File: src/design/halfword_delta_encoder_macros.svh
// Assertion macros for the halfword delta encoder top level.
// No dependencies; included by halfword_delta_encoder.sv alone.
`ifndef HALFWORD_DELTA_ENCODER_MACROS_SVH
`define HALFWORD_DELTA_ENCODER_MACROS_SVH

// Same-cycle implication, checked at every rising edge outside reset.
`define HDE_ASSERT_NOW(label, clk, rst_n, ante, cons) \
	label: assert property (@(posedge clk) disable iff (!(rst_n)) (ante) |-> (cons)) \
		else $error("halfword_delta_encoder: assertion failed");

// Next-cycle implication, checked at every rising edge outside reset.
`define HDE_ASSERT_NEXT(label, clk, rst_n, ante, cons) \
	label: assert property (@(posedge clk) disable iff (!(rst_n)) (ante) |=> (cons)) \
		else $error("halfword_delta_encoder: assertion failed");

`endif

File: src/design/hde_pkg.sv
// Package for the halfword delta encoder: widths, flag codes and the
// structs passed between the encoder logic and the top level. No dependencies.
package hde_pkg;

	localparam int COUNT_BITS  = 16;
	localparam int VALUE_W     = 16;
	localparam int OFFSET_W    = 18;
	localparam int FLAG_OFF_W  = 15;
	localparam int MAX_RESULTS = 5;
	localparam int RES_IDX_W   = $clog2(MAX_RESULTS);
	localparam int RES_CNT_W   = $clog2(MAX_RESULTS + 1);

	localparam logic [1:0] CODE_ZERO = 2'd0;
	localparam logic [1:0] CODE_BYTE = 2'd1;
	localparam logic [1:0] CODE_WORD = 2'd3;

	localparam logic [2:0] GROUP_CODES = 3'd4;

	typedef struct packed {
		logic                  active;
		logic [7:0]            flag_acc;
		logic [2:0]            codes_left;
		logic [COUNT_BITS-1:0] pairs_rem;
		logic [FLAG_OFF_W-1:0] flag_off;
		logic [OFFSET_W-1:0]   data_off;
	} hde_state_t;

	typedef struct packed {
		logic [OFFSET_W-1:0] offset;
		logic [7:0]          value;
		logic                done;
	} hde_entry_t;

	typedef struct packed {
		hde_entry_t [MAX_RESULTS-1:0] entries;
		logic [RES_CNT_W-1:0]         count;
	} hde_result_t;

endpackage

File: src/design/hde_pair_encode.sv
// Combinational encoder for one halfword pair: next block state and the
// ordered list of byte writes it causes. Depends on hde_pkg.
module hde_pair_encode (
	input  hde_pkg::hde_state_t  cur,
	input  logic [15:0]          element_count,
	input  logic [15:0]          first_value,
	input  logic [15:0]          second_value,
	output hde_pkg::hde_state_t  nxt,
	output hde_pkg::hde_result_t res
);
	import hde_pkg::*;

	hde_state_t            st;
	logic [COUNT_BITS-1:0] count;
	logic [16:0]           count_pad;
	logic [15:0]           diff;
	logic [15:0]           biased;
	logic [1:0]            code;
	logic [1:0]            left;
	logic [7:0]            flag_byte;
	logic [7:0]            total;
	logic [RES_CNT_W-1:0]  n;

	assign count     = element_count[COUNT_BITS-1:0];
	assign count_pad = 17'(count) + 17'd7;
	assign diff      = first_value - second_value;
	assign biased    = diff + 16'h0080;

	always_comb begin
		if (diff == 16'd0) begin
			code = CODE_ZERO;
		end else if (biased < 16'h0100) begin
			code = CODE_BYTE;
		end else begin
			code = CODE_WORD;
		end
	end

	always_comb begin
		// A new block loads its counters when the first pair arrives.
		st = cur;
		if (!cur.active) begin
			st.active     = 1'b1;
			st.flag_acc   = 8'd0;
			st.codes_left = GROUP_CODES;
			st.pairs_rem  = count;
			st.flag_off   = FLAG_OFF_W'(1);
			st.data_off   = OFFSET_W'(count_pad[16:2]);
		end

		nxt       = st;
		res       = '0;
		n         = '0;
		left      = 2'd0;
		flag_byte = 8'd0;
		total     = 8'd0;

		nxt.flag_acc = {st.flag_acc[5:0], code};

		if (code != CODE_ZERO) begin
			res.entries[n[RES_IDX_W-1:0]] = '{offset: nxt.data_off, value: diff[7:0], done: 1'b0};
			n            = n + 1'b1;
			nxt.data_off = nxt.data_off + 1'b1;
		end
		if (code == CODE_WORD) begin
			res.entries[n[RES_IDX_W-1:0]] = '{offset: nxt.data_off, value: diff[15:8], done: 1'b0};
			n            = n + 1'b1;
			nxt.data_off = nxt.data_off + 1'b1;
		end

		nxt.pairs_rem = st.pairs_rem - 1'b1;
		if (nxt.pairs_rem != '0) begin
			nxt.codes_left = st.codes_left - 1'b1;
			if (nxt.codes_left == 3'd0) begin
				res.entries[n[RES_IDX_W-1:0]] =
					'{offset: OFFSET_W'(st.flag_off), value: nxt.flag_acc, done: 1'b0};
				n              = n + 1'b1;
				nxt.flag_off   = st.flag_off + 1'b1;
				nxt.flag_acc   = 8'd0;
				nxt.codes_left = GROUP_CODES;
			end
		end else begin
			// End of block: left-align the partial flag byte, then write the
			// length byte to the header and to the trailer.
			left      = 2'(st.codes_left - 1'b1);
			flag_byte = nxt.flag_acc << {left, 1'b0};
			total     = nxt.data_off[7:0] + 8'd1;
			res.entries[n[RES_IDX_W-1:0]] =
				'{offset: OFFSET_W'(st.flag_off), value: flag_byte, done: 1'b0};
			n = n + 1'b1;
			res.entries[n[RES_IDX_W-1:0]] = '{offset: '0, value: total, done: 1'b0};
			n = n + 1'b1;
			res.entries[n[RES_IDX_W-1:0]] = '{offset: nxt.data_off, value: total, done: 1'b1};
			n = n + 1'b1;
			nxt.active = 1'b0;
		end
		res.count = n;
	end

endmodule

File: src/design/halfword_delta_encoder.sv
// Top level of the halfword delta encoder: handshakes, block state, the
// result list stage and the output register. Depends on hde_pkg,
// hde_pair_encode and halfword_delta_encoder_macros.svh.
//
//  channel   direction  handshake            payload
//  config    in         element_count_we     element_count
//  input     in         in_valid / in_stall  first_value, second_value
//  output    out        out_valid/out_stall  byte_offset, byte_value, last_of_run, block_done
//
// A pair is encoded in the cycle it is accepted; its zero to five byte writes wait in the
// result stage and leave through the output register one per cycle while the output does
// not stall: zero to three in steady state, three to five at the end of a block.
// The next pair is accepted in the cycle the last byte moves to the output register.
// Reset clears the block state and all valid flags and sets element_count to one.
// An output stall holds the output register and, while the result stage is busy, the input.
`include "halfword_delta_encoder_macros.svh"

module halfword_delta_encoder (
	input  logic                           clk,
	input  logic                           arst_n,
	input  logic                           element_count_we,
	input  logic [15:0]                    element_count,
	input  logic                           in_valid,
	output logic                           in_stall,
	input  logic [15:0]                    first_value,
	input  logic [15:0]                    second_value,
	output logic                           out_valid,
	input  logic                           out_stall,
	output logic [hde_pkg::OFFSET_W-1:0]   byte_offset,
	output logic [7:0]                     byte_value,
	output logic                           last_of_run,
	output logic                           block_done
);
	import hde_pkg::*;

	// Block state and the sampled register value.
	hde_state_t  state_q;
	hde_state_t  state_nxt;
	logic [15:0] element_count_q;

	// Result stage: the byte writes of one pair and a read pointer.
	hde_result_t          res_nxt;
	hde_result_t          res_s1;
	logic                 valid_s1;
	logic [RES_IDX_W-1:0] idx_s1;

	// Output register.
	logic                 out_valid_q;
	logic [OFFSET_W-1:0]  byte_offset_q;
	logic [7:0]           byte_value_q;
	logic                 last_of_run_q;
	logic                 block_done_q;

	logic       out_free;
	logic       s1_move;
	logic       s1_last;
	logic       in_acc;
	hde_entry_t head;

	hde_pair_encode u_encode (
		.cur           (state_q),
		.element_count (element_count_q),
		.first_value   (first_value),
		.second_value  (second_value),
		.nxt           (state_nxt),
		.res           (res_nxt)
	);

	// The output register can take a byte when it is empty or being taken.
	assign out_free = !out_valid_q || !out_stall;
	assign s1_move  = valid_s1 && out_free;
	assign s1_last  = (RES_CNT_W'(idx_s1) == res_s1.count - 1'b1);
	assign head     = res_s1.entries[idx_s1];

	// The stage frees up in the cycle its last byte leaves.
	assign in_stall = valid_s1 && !(s1_move && s1_last);
	assign in_acc   = in_valid && !in_stall;

	always_ff @(posedge clk or negedge arst_n) begin
		if (!arst_n) begin
			element_count_q <= 16'd1;
			state_q         <= '{active: 1'b0, flag_acc: 8'd0, codes_left: GROUP_CODES,
			                     pairs_rem: COUNT_BITS'(1), flag_off: FLAG_OFF_W'(1),
			                     data_off: OFFSET_W'(2)};
			valid_s1        <= 1'b0;
			idx_s1          <= '0;
			out_valid_q     <= 1'b0;
		end else begin
			if (element_count_we) begin
				element_count_q <= element_count;
			end
			if (in_acc) begin
				state_q <= state_nxt;
			end
			// A pair with no byte writes never enters the result stage.
			if (in_acc) begin
				valid_s1 <= (res_nxt.count != '0);
				idx_s1   <= '0;
			end else if (s1_move && s1_last) begin
				valid_s1 <= 1'b0;
			end else if (s1_move) begin
				idx_s1 <= idx_s1 + 1'b1;
			end
			if (s1_move) begin
				out_valid_q <= 1'b1;
			end else if (!out_stall) begin
				out_valid_q <= 1'b0;
			end
		end
	end

	always_ff @(posedge clk) begin
		if (in_acc) begin
			res_s1 <= res_nxt;
		end
		if (s1_move) begin
			byte_offset_q <= head.offset;
			byte_value_q  <= head.value;
			last_of_run_q <= s1_last;
			block_done_q  <= head.done;
		end
	end

	assign out_valid   = out_valid_q;
	assign byte_offset = byte_offset_q;
	assign byte_value  = byte_value_q;
	assign last_of_run = last_of_run_q;
	assign block_done  = block_done_q;

	// The read pointer stays inside the list held by the result stage.
	`HDE_ASSERT_NOW(a_idx_in_list, clk, arst_n, valid_s1, RES_CNT_W'(idx_s1) < res_s1.count)
	// The trailer byte is always the last byte of its pair.
	`HDE_ASSERT_NOW(a_done_is_last, clk, arst_n, out_valid_q && block_done_q, last_of_run_q)
	// A pair that ends its block leaves the block inactive.
	`HDE_ASSERT_NEXT(a_block_closes, clk, arst_n, in_acc && state_nxt.pairs_rem == '0,
		!state_q.active)

endmodule

File: config.mk
export PLATFORM = sky130hd
export DESIGN_NAME = halfword_delta_encoder
export DESIGN_NICKNAME = d
export VERILOG_FILES = /design/src/design/hde_pkg.sv /design/src/design/hde_pair_encode.sv /design/src/design/halfword_delta_encoder.sv
export VERILOG_INCLUDE_DIRS = /design/src /design/src/design
export SDC_FILE = /design/constraint.sdc
export NUM_CORES = 1
export LEC_CHECK = 0
export ABC_AREA = 1
export BUFFER_PORTS_ARGS = -buffer_cell sky130_fd_sc_hd__buf_4
export CORE_MARGIN = 2
export CORE_UTILIZATION = 45
export DETAILED_ROUTE_END_ITERATION = 16
export HOLD_SLACK_MARGIN = 0.02
export SYNTH_ARGS = -nofsm -noshare
export SYNTH_HDL_FRONTEND = slang
export SYNTH_SLANG_ARGS = --single-unit
File: constraint.sdc
create_clock -name clk -period 9.1 [get_ports clk]
set_input_delay 0.91 -clock clk [delete_from_list [all_inputs] [get_ports clk]]
set_output_delay 0.91 -clock clk [all_outputs]
set_load 0.005 [all_outputs]
==> results of run 1 <==
-- sequential cells by signal (all words and copies together), names as in the netlist --
| register | cells |
|---|---|
| idx_s1 | 3 |
| out_valid | 1 |
| state_q | 59 |
| element_count_q | 16 |
| byte_value | 8 |
| valid_s1 | 1 |
| byte_offset | 18 |
| block_done | 1 |
| last_of_run | 1 |
| res_s1 | 138 |
-- power breakdown --
part	total, uW	switching (uW)	internal, uW
clock network	1120	465	654
logic	2550	1790	758
registers	1720	139	1580
-- synthesized netlist by cell type, types with 11 or more instances --
cell / number / area, um2
inv_1: 209 / 785
nor2_2: 20 / 125
dfrtp_1: 75 / 1880
ha_1: 27 / 338
clkbuf_1: 44 / 165
o22ai_1: 46 / 288
o21ai_1: 13 / 65.1
a221o_1: 27 / 270
buf_2: 15 / 75.1
nand4_1: 47 / 294
xnor2_1: 11 / 96.3
nand3_1: 107 / 536
inv_2: 14 / 52.6
xor2_1: 27 / 236
nor3_1: 17 / 85.1
o21ai_0: 130 / 651
a21oi_1: 78 / 390
nor2_1: 151 / 567
nand2_2: 30 / 188
nand2_1: 585 / 2200
edfxtp_1: 166 / 4980
-- cells by family (layout without fill, tap and decap cells) --
logic type,after synthesis,after routing,share of synthesized area
xor gates and xnor gates,41,41,0.0259
other,1,2,0.000247
DFF,246,246,0.461
buffers and inverters,296,370,0.0761
muxes,2,2,0.00140
adders and majority gates,28,28,0.0236
and+or+nand+nor,1006,1006,0.293
AOI/OAI and AO/OA,312,312,0.120
-- worst max-delay path, delay by kind of cell --
kind	cells	cell delay, ns
fa+ha+maj	4	1.35
simple gates	20	2.91
buf+inv	6	0.44
-- how the worst min path moves through the flow --
stage                                        from                 endpoint  depth (start not counted)  slack [ns]
after global routing                       arst_n  state_q[55]$_DFFE_PN0P_                          1        0.18
after CTS                                  arst_n  state_q[53]$_DFFE_PN0P_                          1        0.16
after global placement    state_q[51]$_DFFE_PN1P_  state_q[51]$_DFFE_PN1P_                          2        0.46
after floorplan           state_q[10]$_DFFE_PN0P_  state_q[10]$_DFFE_PN0P_                          2        0.45
after detailed placement  state_q[51]$_DFFE_PN1P_  state_q[51]$_DFFE_PN1P_                          2        0.46
final                                      arst_n  state_q[53]$_DFFE_PN0P_                          1        0.18
-- cell type report --
class	count	area, um2	area share
clock buffer	40	777	0.0456
tap	448	561	0.0329
clock inverter	14	134	0.00786
multi-input combinational	1391	7040	0.413
sequential	246	7000	0.411
timing repair buffer	91	683	0.0401
inverter	225	850	0.0499
-- cells in the final DEF (no fill, tap or decap), types with 20 or more instances in the layout --
| cell | count |
|---|---|
| o22ai_1 | 46 |
| nor2_1 | 151 |
| xor2_1 | 27 |
| ha_1 | 27 |
| a21oi_1 | 78 |
| nand3_1 | 107 |
| o21ai_0 | 130 |
| buf_4 | 91 |
| dfrtp_1 | 72 |
| edfxtp_1 | 166 |
| nand4_1 | 47 |
| nand2_2 | 31 |
| a221o_1 | 27 |
| nand2_1 | 584 |
| nor2_2 | 20 |
| clkbuf_16 | 29 |
| inv_1 | 208 |
-- stage by stage --
| stage | cell area, um2 | utilization | setup slack [ns] | hold slack, ns |
|---|---|---|---|---|
| floorplan | 15200 | - | 2.42 | 0.446 |
| global placement | 16100 | 0.483 | 3.36 | 0.458 |
| detailed placement | 16100 | 0.483 | 3.29 | 0.460 |
| CTS | 17000 | 0.511 | 3.88 | 0.162 |
| global route | 17000 | 0.511 | 3.43 | 0.180 |
| finish | 17000 | 0.511 | 3.79 | 0.185 |
-- per-layer routing --
layer / track usage / part of all wire
met3: 0.0344 / 0.072
met5: 0 / 0
met4: 0.0591 / 0.021
met2: 0.396 / 0.44
met1: 0.382 / 0.46
==> results.rst, run 1 <==
.. list-table::
   :header-rows: 1

   * - Metric
     - Value
   * - Hold Buf Count CTS
     - 0
   * - Later-pin clock latency in the skew report
     - 0.58 ns
   * - Number of buffers created by CTS
     - 29
   * - Nets
     - 2,065
   * - Data arrival, critical path
     - 5.64 ns
   * - Number of iterations in the first detailed-routing pass
     - 6
   * - Synth async-reset ratio
     - 0.325
   * - Fmax
     - 0.188 GHz
   * - Global-route wire length before repair
     - 71,300 um
   * - Fraction of layout instances using a drive strength above 1
     - 0.123
   * - CTS root buffer
     - clkbuf_16
   * - Die Span X
     - 188 um
   * - Gate count after technology mapping
     - 1,932
   * - Min Tclk post-route
     - 5.31 ns
   * - CP Class
     - input pin to register
   * - Leakage power
     - 0.00753 uW
   * - Total die area
     - 0.0352 mm2
   * - Clock Skews
     - 0.0279 ns
   * - Final setup violation count
     - 0
   * - Average instance area after synthesis
     - 7.86 um2
   * - Number of cell instances on the worst register-to-register path
     - 16
   * - Total of fill cells in the finished design
     - 3,258
   * - Outcome
     - complete, no violations
   * - Clock tree from TritonCTS
     - done
   * - Post-CTS setup-driven buffer insertion count
     - 0
   * - Unrepaired setup endpoints after global routing
     - no
   * - Power after layout
     - 5380 uW
   * - Measured slew at the worst slew-check pin
     - 1.01 ns
   * - Critical path launch point type
     - input pin
   * - IO Count
     - 83
   * - Area growth from synthesis to final layout
     - 12.2%
   * - Vias per cell
     - 5.46
   * - Synth Register Bits
     - 246
   * - Critical path origin
     - first_value[0]
   * - Maximum cell stage delay along the critical path
     - 0.57 ns
   * - Die height
     - 188 um
   * - Total count of hold-check failures in the final report
     - 0
   * - Number of global-route vias before repair
     - 12.6k
   * - Critical path fanouts, max
     - 11
   * - Count of maximum capacitance violations
     - 0
   * - Max Slew Vio Count
     - 0
   * - Worst EP required
     - 9.43 ns
   * - Flop2flop setup slack
     - 4.07 ns
   * - Max-slew headroom at the worst pin
     - 0.326
   * - Number of cells in the design after placement
     - 2,401
   * - Antenna Diode Count
     - 0
   * - Cell with the most instances on the worst path
     - nand2_1
   * - Per-cell routed wire length
     - 18.4 um
   * - Reg2reg end
     - res_s1[12]$_DFFE_PP_
   * - RR Startpoint
     - state_q[60]$_DFFE_PN0P_
   * - DP Wirelength
     - 32,100 um
   * - Core outline area
     - 0.0334 mm2
   * - Post-route DRC
     - 0
   * - Tot GR Track Use
     - 0.256
   * - Yosys warning count
     - 0
   * - Effective utilization at floorplan
     - 0.455
   * - Worst path slowest cell
     - ha_1
   * - CTS clk-pin slew, worst paths
     - 0.07 ns
   * - Wire length after detailed routing
     - 45,100 um
   * - Max Buffers Root-to-Sink
     - 3
   * - Critical Path Sink
     - res_s1[64]$_DFFE_PP_
   * - GR Overflow Total
     - 0
   * - Power density normalized to cell area
     - 316 mW/mm2
   * - Total via count after detailed routing
     - 13.4k
   * - EDFF count, synth
     - 166
   * - Mapped Area
     - 0.0152 mm2
   * - Final worst path period share
     - 0.583
   * - Portion of the post-synthesis area used by sequential elements
     - 0.461
   * - Number of placement rows
     - 67
   * - Maximum number of pins on one net before global-route repair
     - 92
   * - Count of antenna-violating nets left after detailed routing
     - 0
   * - Min-Delay Path Class
     - input pin to asynchronous set/reset pin
   * - Unique cell type count in the Yosys netlist
     - 53
   * - Initial antenna violation count
     - 1
   * - Number of buffers added on ports
     - 82
   * - CTS sink count
     - 246
   * - DRT iter0 DRCs
     - 1,284
   * - Crit. End Element
     - register
   * - Deepest level of the CTS H-tree
     - 1
   * - Post-cts resize count
     - 0
   * - Final std cells w/o fill
     - 2,455
   * - Ys flop type
     - edfxtp_1
   * - Placer congestion estimate
     - 0.915
   * - Maximum vdd drop
     - 220 uV
   * - Setup_tns
     - 0 ns
Power figures use the tool's default switching activity.
==> inputs of run 2 (changes only) <==
- clock period: 9.1 -> 5.35 ns (I/O delays scaled with it)
==> results.rst, run 2 (synthesis gave the netlist of run 1 again) <==
.. list-table::
   :header-rows: 1

   * - Metric
     - Value
   * - Critical path launch point type
     - register
   * - Max-slew headroom at the worst pin
     - 0.264
   * - RR Startpoint
     - state_q[60]$_DFFE_PN0P_
   * - Power density normalized to cell area
     - 531 mW/mm2
   * - Worst hold-check slack
     - 0.185 ns
   * - Number of global-route vias before repair
     - 12.7k
   * - Crit. End Element
     - register
   * - Worst EP required
     - 5.79 ns
   * - Number of iterations in the first detailed-routing pass
     - 6
   * - Number of cell instances on the worst register-to-register path
     - 19
   * - Effective utilization at floorplan
     - 0.455
   * - Initial antenna violation count
     - 0
   * - CTS sink count
     - 246
   * - Critical path fanouts, max
     - 33
   * - Per-cell routed wire length
     - 18.3 um
   * - Hold path startpoint
     - element_count[14]
   * - Seq. cell area
     - 0.00700 mm2
   * - Die height
     - 188 um
   * - Nets
     - 2,080
   * - Total via count after detailed routing
     - 13.5k
   * - Number of flip-flops under the largest register name
     - 138
   * - Area growth from synthesis to final layout
     - 12.9%
   * - Total die area
     - 0.0352 mm2
   * - GR Overflow Total
     - 0
   * - Data arrival, critical path
     - 4.72 ns
   * - Measured slew at the worst slew-check pin
     - 1.10 ns
   * - Core outline area
     - 0.0334 mm2
   * - Fraction of layout instances using a drive strength above 1
     - 0.130
   * - Placed Area
     - 0.0163 mm2
   * - Count of antenna-violating nets left after detailed routing
     - 0
   * - Post-route cell area
     - 0.0171 mm2
   * - Total count of hold-check failures in the final report
     - 0
   * - Unrepaired setup endpoints after global routing
     - no
   * - Later-pin clock latency in the skew report
     - 0.57 ns
   * - IO Count
     - 83
   * - Maximum number of pins on one net before global-route repair
     - 103
   * - Fmax
     - 0.234 GHz
   * - Number of buffers created by CTS
     - 28
   * - Critical path origin
     - state_q[60]$_DFFE_PN0P_
   * - Final setup violation count
     - 0
   * - Final worst path period share
     - 0.800
   * - Wire length after detailed routing
     - 45,200 um
   * - Placer congestion estimate
     - 0.921
   * - DRT iter0 DRCs
     - 1,351
   * - CP Class
     - register to register
   * - CTS clk-pin slew, worst paths
     - 0.06 ns
   * - Total of fill cells in the finished design
     - 3,321
   * - Largest register by flop count
     - res_s1
   * - Die Span X
     - 188 um
   * - Area occupied by multi-input gates
     - 0.00704 mm2
   * - Max Slew Vio Count
     - 0
   * - Count of maximum capacitance violations
     - 0
   * - Post-route DRC
     - 0
   * - Clock tree from TritonCTS
     - done
   * - Top library cells by usage in the layout, fill and taps aside
     - nand2_1 (584), inv_1 (208), edfxtp_1 (166)
   * - Number of placement rows
     - 67
   * - DP Wirelength
     - 32,700 um
   * - Maximum vdd drop
     - 403 uV
   * - Setup_tns
     - 0 ns
   * - Outcome
     - complete, no violations
   * - Post-cts resize count
     - 0
   * - Min Tclk post-route
     - 4.28 ns
   * - Leakage power
     - 0.00759 uW
   * - Cell count of the worst hold path
     - 3
   * - Min-Delay Path Class
     - input pin to register
   * - Most common library cell in the layout ignoring fill and taps
     - nand2_1
   * - Antenna Diode Count
     - 0
   * - CTS root buffer
     - clkbuf_16
   * - Vias per cell
     - 5.48
   * - Max Buffers Root-to-Sink
     - 3
   * - Number of buffers added on ports
     - 82
   * - Global-route wire length before repair
     - 70,900 um
   * - Tot GR Track Use
     - 0.254
   * - Deepest level of the CTS H-tree
     - 1
   * - Clock Skews
     - 0.0229 ns
-- run 2: through the flow --
stage	util	std cells	setup WS (ns)	total power [uW]
floorplan	-	1933	1.07	5860
global placement	0.487	2416	0.850	7210
detailed placement	0.487	2416	0.772	7250
CTS	0.514	2469	1.13	9080
global route	0.514	2469	0.777	9730
finish	0.514	2469	1.07	9100
-- run 2: area by class of cell --
type	count	share of cell area
clock buffer	30	0.0413
multi-input combinational	1391	0.411
inverter	225	0.0496
timing repair buffer	107	0.0478
tap	448	0.0327
sequential	246	0.408
clock inverter	22	0.00949
-- run 2: critical path: stages, from the launching register on --
cell     delay [ns]
dfrtp_2        0.70
inv_2          0.07
buf_4          0.26
or2_2          0.33
o21a_1         0.16
nor2_1         0.13
nand2_1        0.06
nor2_1         0.08
nand2_1        0.07
xnor2_1        0.50
nor2_1         0.14
nand3_1        0.12
nor2_1         0.05
nand2_1        0.41
nand2_1        0.25
nor2_4         0.28
nand2_1        0.14
nor2_2         0.16
nand2_1        0.08
xor2_1         0.14
-- run 2: worst paths after layout --
path                                                    to  slack (ns)
max                                state_q[25]$_DFFE_PN0P_        1.07
min                        element_count_q[14]$_DFFE_PN0P_        0.19
max reg2reg                        state_q[25]$_DFFE_PN0P_        1.07
min reg2reg                        state_q[51]$_DFFE_PN1P_        0.47
max in group asynchronous            idx_s1[1]$_DFFE_PN0P_        3.74
min in group asynchronous          state_q[49]$_DFFE_PN0P_        0.32
-- run 2: per-layer routing --
metal,routed length (um),vias to the layer above,GRT usage,part of all wire
met5,0,-,0,0
met4,1240,0,0.0669,0.027
met3,3470,71,0.0344,0.077
met2,19500,535,0.395,0.43
met1,20900,6345,0.372,0.46
li1,-,6578,-,-
-- run 2: report_power, final --
group	switching [uW]	leakage, uW	total [uW]	internal [uW]
Sequential	286	0.00257	2960	2680
Combinational	3020	0.00459	4320	1310
Clock	804	0.000426	1810	1010
Total	4110	0.00759	9100	4990
-- run 2: what timing repair did --
item / in CTS / in global routing
endpoints found under the setup margin: 0 / 0
hold buffers: 1 / 0
hold endpoints to repair: 7 / 0
buffers inserted: 0 / 0
==> inputs of run 3 (changes only) <==
- ABC_AREA: 1 -> 0
- clock period: 5.35 -> 4.1 ns (I/O delays scaled with it)
==> results.rst, run 3 <==
.. list-table::
   :header-rows: 1

   * - Metric
     - Value
   * - Portion of the post-synthesis area used by sequential elements
     - 0.488
   * - Count of maximum capacitance violations
     - 0
   * - Power density normalized to cell area
     - 695 mW/mm2
   * - Area share of fa/ha/maj cells after synthesis
     - 0.0249
   * - Data arrival, critical path
     - 4.36 ns
   * - Synth async-reset ratio
     - 0.325
   * - Die Span X
     - 183 um
   * - Area share of xor/xnor cells in the synthesized design
     - 0.0694
   * - Clock tree from TritonCTS
     - done
   * - Crit. End Element
     - register
   * - Nets
     - 1,796
   * - Unique cell type count in the Yosys netlist
     - 86
   * - Mux cell area share after synthesis
     - 0.0683
   * - Clock Skews
     - 0.0127 ns
   * - Total of fill cells in the finished design
     - 2,705
   * - Combinational family with the most area after synthesis
     - simple AND/OR/NAND/NOR gates
   * - CTS root buffer
     - clkbuf_16
   * - Largest register by flop count
     - res_s1
   * - Number of global-route vias before repair
     - 11.6k
   * - Total count of hold-check failures in the final report
     - 0
   * - Vias per cell
     - 5.67
   * - CTS clk-pin slew, worst paths
     - 0.06 ns
   * - Average instance area after synthesis
     - 9.75 um2
   * - Worst setup slack after layout
     - 0.0404 ns
   * - Antenna Diode Count
     - 0
   * - Global-route wire length before repair
     - 64,300 um
   * - Share of the synthesized area in the top cell type
     - 0.348
   * - Share of the synthesized area in compound gates (AO/OA/AOI/OAI)
     - 0.145
   * - Worst path slowest cell
     - a2111o_1
   * - GR Overflow Total
     - 0
   * - Later-pin clock latency in the skew report
     - 0.56 ns
   * - Total die area
     - 0.0333 mm2
   * - Ys flop type
     - edfxtp_1
   * - CP Class
     - input pin to register
   * - Leakage power
     - 0.00746 uW
   * - Gate count after technology mapping
     - 1,471
   * - Area leader, netlist
     - edfxtp_1
   * - Most common library cells after synthesis
     - nand2_1 (173), edfxtp_1 (166), nor2_1 (159)
   * - Synth Register Bits
     - 246
   * - CTS sink count
     - 246
   * - Post-route DRC
     - 0
   * - Min Tclk post-route
     - 4.06 ns
   * - Maximum vdd drop
     - 474 uV
   * - Maximum number of pins on one net before global-route repair
     - 123
   * - Max Buffers Root-to-Sink
     - 3
   * - Critical path launch point type
     - input pin
   * - Number of buffers added on ports
     - 82
   * - Yosys warning count
     - 0
   * - Number of placement rows
     - 65
   * - Most common library cell in the layout ignoring fill and taps
     - buf_4
   * - Outcome
     - complete, no violations
   * - Simple-Gate Fraction of Synth Area
     - 0.168
   * - Number of iterations in the first detailed-routing pass
     - 8
   * - Number of flip-flops under the largest register name
     - 138
   * - Total via count after detailed routing
     - 12.1k
   * - EDFF count, synth
     - 166
   * - Cell with the most instances on the worst path
     - buf_4
   * - Mapped Area
     - 0.0143 mm2
   * - Fraction of layout instances using a drive strength above 1
     - 0.274
   * - Critical path fanouts, max
     - 10
   * - Worst EP required
     - 4.40 ns
   * - Worst hold-check slack
     - 0.0633 ns
   * - Max Slew Vio Count
     - 0
   * - Wire length after detailed routing
     - 40,600 um
   * - Deepest level of the CTS H-tree
     - 1
   * - Initial antenna violation count
     - 0
   * - Top library cells by usage in the layout, fill and taps aside
     - buf_4 (291), edfxtp_1 (166), nand2_1 (156)
   * - Per-cell routed wire length
     - 19.0 um
   * - Final worst path period share
     - 0.990
   * - Min-Delay Path Class
     - input pin to register
   * - Number of cells in the design after placement
     - 2,081
   * - Final setup violation count
     - 0
   * - Number of buffers created by CTS
     - 27
   * - DP Wirelength
     - 29,500 um
   * - Main area contributors after synthesis
     - edfxtp_1 (35%), dfrtp_1 (13%), mux2i_1 (5.7%), nand2_1 (4.5%), nor2_1 (4.2%)
   * - Measured slew at the worst slew-check pin
     - 0.839 ns
   * - Tot GR Track Use
     - 0.245
   * - Most frequently used cell type in the post-synthesis netlist
     - nand2_1
   * - Final std cells w/o fill
     - 2,138
   * - Placer congestion estimate
     - 0.915
   * - Unrepaired setup endpoints after global routing
     - yes
   * - DRT iter0 DRCs
     - 1,220
   * - Count of antenna-violating nets left after detailed routing
     - 0
   * - Area growth from synthesis to final layout
     - 28.6%
   * - Maximum cell stage delay along the critical path
     - 0.42 ns
   * - Setup WS pre-CTS
     - -0.623 ns
   * - Core outline area
     - 0.0315 mm2
   * - Critical Path, Cell by Cell
     - buf_8, inv_8, ha_4, fa_2, nand2b_4, a21boi_4, o211ai_2, a211o_1, a2111o_1, nor4b_4, inv_2, buf_4, ha_4, buf_4, and2_4, a22oi_1, buf_4, nor3b_4, buf_4, xor2_1, o21ai_1
   * - Fin util
     - 0.586
   * - Max-slew headroom at the worst pin
     - 0.441
   * - IO Count
     - 83
   * - Fmax
     - 0.246 GHz
   * - Die height
     - 183 um
   * - Effective utilization at floorplan
     - 0.456
run 3: final cells by class:
type,instances,area [um2],area share
clock buffers,44,830,0.0450
clock inverters,6,67.6,0.00366
inverters,52,208,0.0113
multi-input cells,1089,7520,0.408
flip-flops and latches,246,7000,0.379
well taps,402,503,0.0273
repair buffers,299,2320,0.126
run 3: per-stage QoR:
| step | area, um2 | TNS, ns | power [uW] |
|---|---|---|---|
| after floorplan | 15000 | -50.70 | 7730 |
| after global placement | 17300 | -20.77 | 10100 |
| after detailed placement | 17300 | -28.01 | 10200 |
| after CTS | 18200 | 0 | 12700 |
| after global routing | 18500 | -1.15 | 13600 |
| final | 18500 | 0 | 12800 |
run 3: kinds of logic after synthesis:
| family | after synthesis |
|---|---|
| AND/OR/NAND/NOR | 516 |
| AO/OA/AOI/OAI | 336 |
| flip-flops | 246 |
| buffers and inverters | 137 |
| XOR/XNOR | 111 |
| multiplexers | 96 |
| adder cells (fa/ha/maj) | 28 |
| other | 1 |
run 3: metal layers:
layer	part of all wire	vias up	track usage
li1	-	5785	-
met1	0.48	5892	0.373
met2	0.44	390	0.372
met3	0.059	56	0.0285
met4	0.023	0	0.0616
met5	0	-	0
run 3: worst paths after layout:
check | start | to | slack [ns] | depth (start not counted)
worst min-delay path | element_count[6] | element_count_q[6]$_DFFE_PN0P_ | 0.06 | 3
worst min register to register | valid_s1$_DFFE_PN0P_ | out_valid$_DFFE_PN0P_ | 0.49 | 1
min in group asynchronous | arst_n | state_q[17]$_DFFE_PN0P_ | 0.48 | 2
max in group asynchronous | arst_n | element_count_q[0]$_DFFE_PN1P_ | 2.68 | 3
worst max-delay path | first_value[0] | res_s1[65]$_DFFE_PP_ | 0.04 | 21
worst max register to register | element_count_q[0]$_DFFE_PN1P_ | res_s1[79]$_DFFE_PP_ | 0.15 | 16
run 3: critical path, delay by kind of cell:
family	cells	cell delay [ns]
fa+ha+maj	3	0.78
simple gates	4	0.95
compound gates	6	1.15
xor+xnor	1	0.15
buf+inv	7	0.91
run 3: timing repair:
item / 4_1_cts / 5_1_grt
pin swaps: 0 / 17
hold endpoints to repair: 49 / 0
setup endpoints to repair: 4 / 56
setup buffers: 0 / 6
hold buffers: 1 / 0
gates cloned: 0 / 0
resized for setup: 1 / 39
run 3: report_power, final:
part	internal, uW	switching [uW]
Sequential	3500	384
Combinational	2760	3750
Clock	1440	988
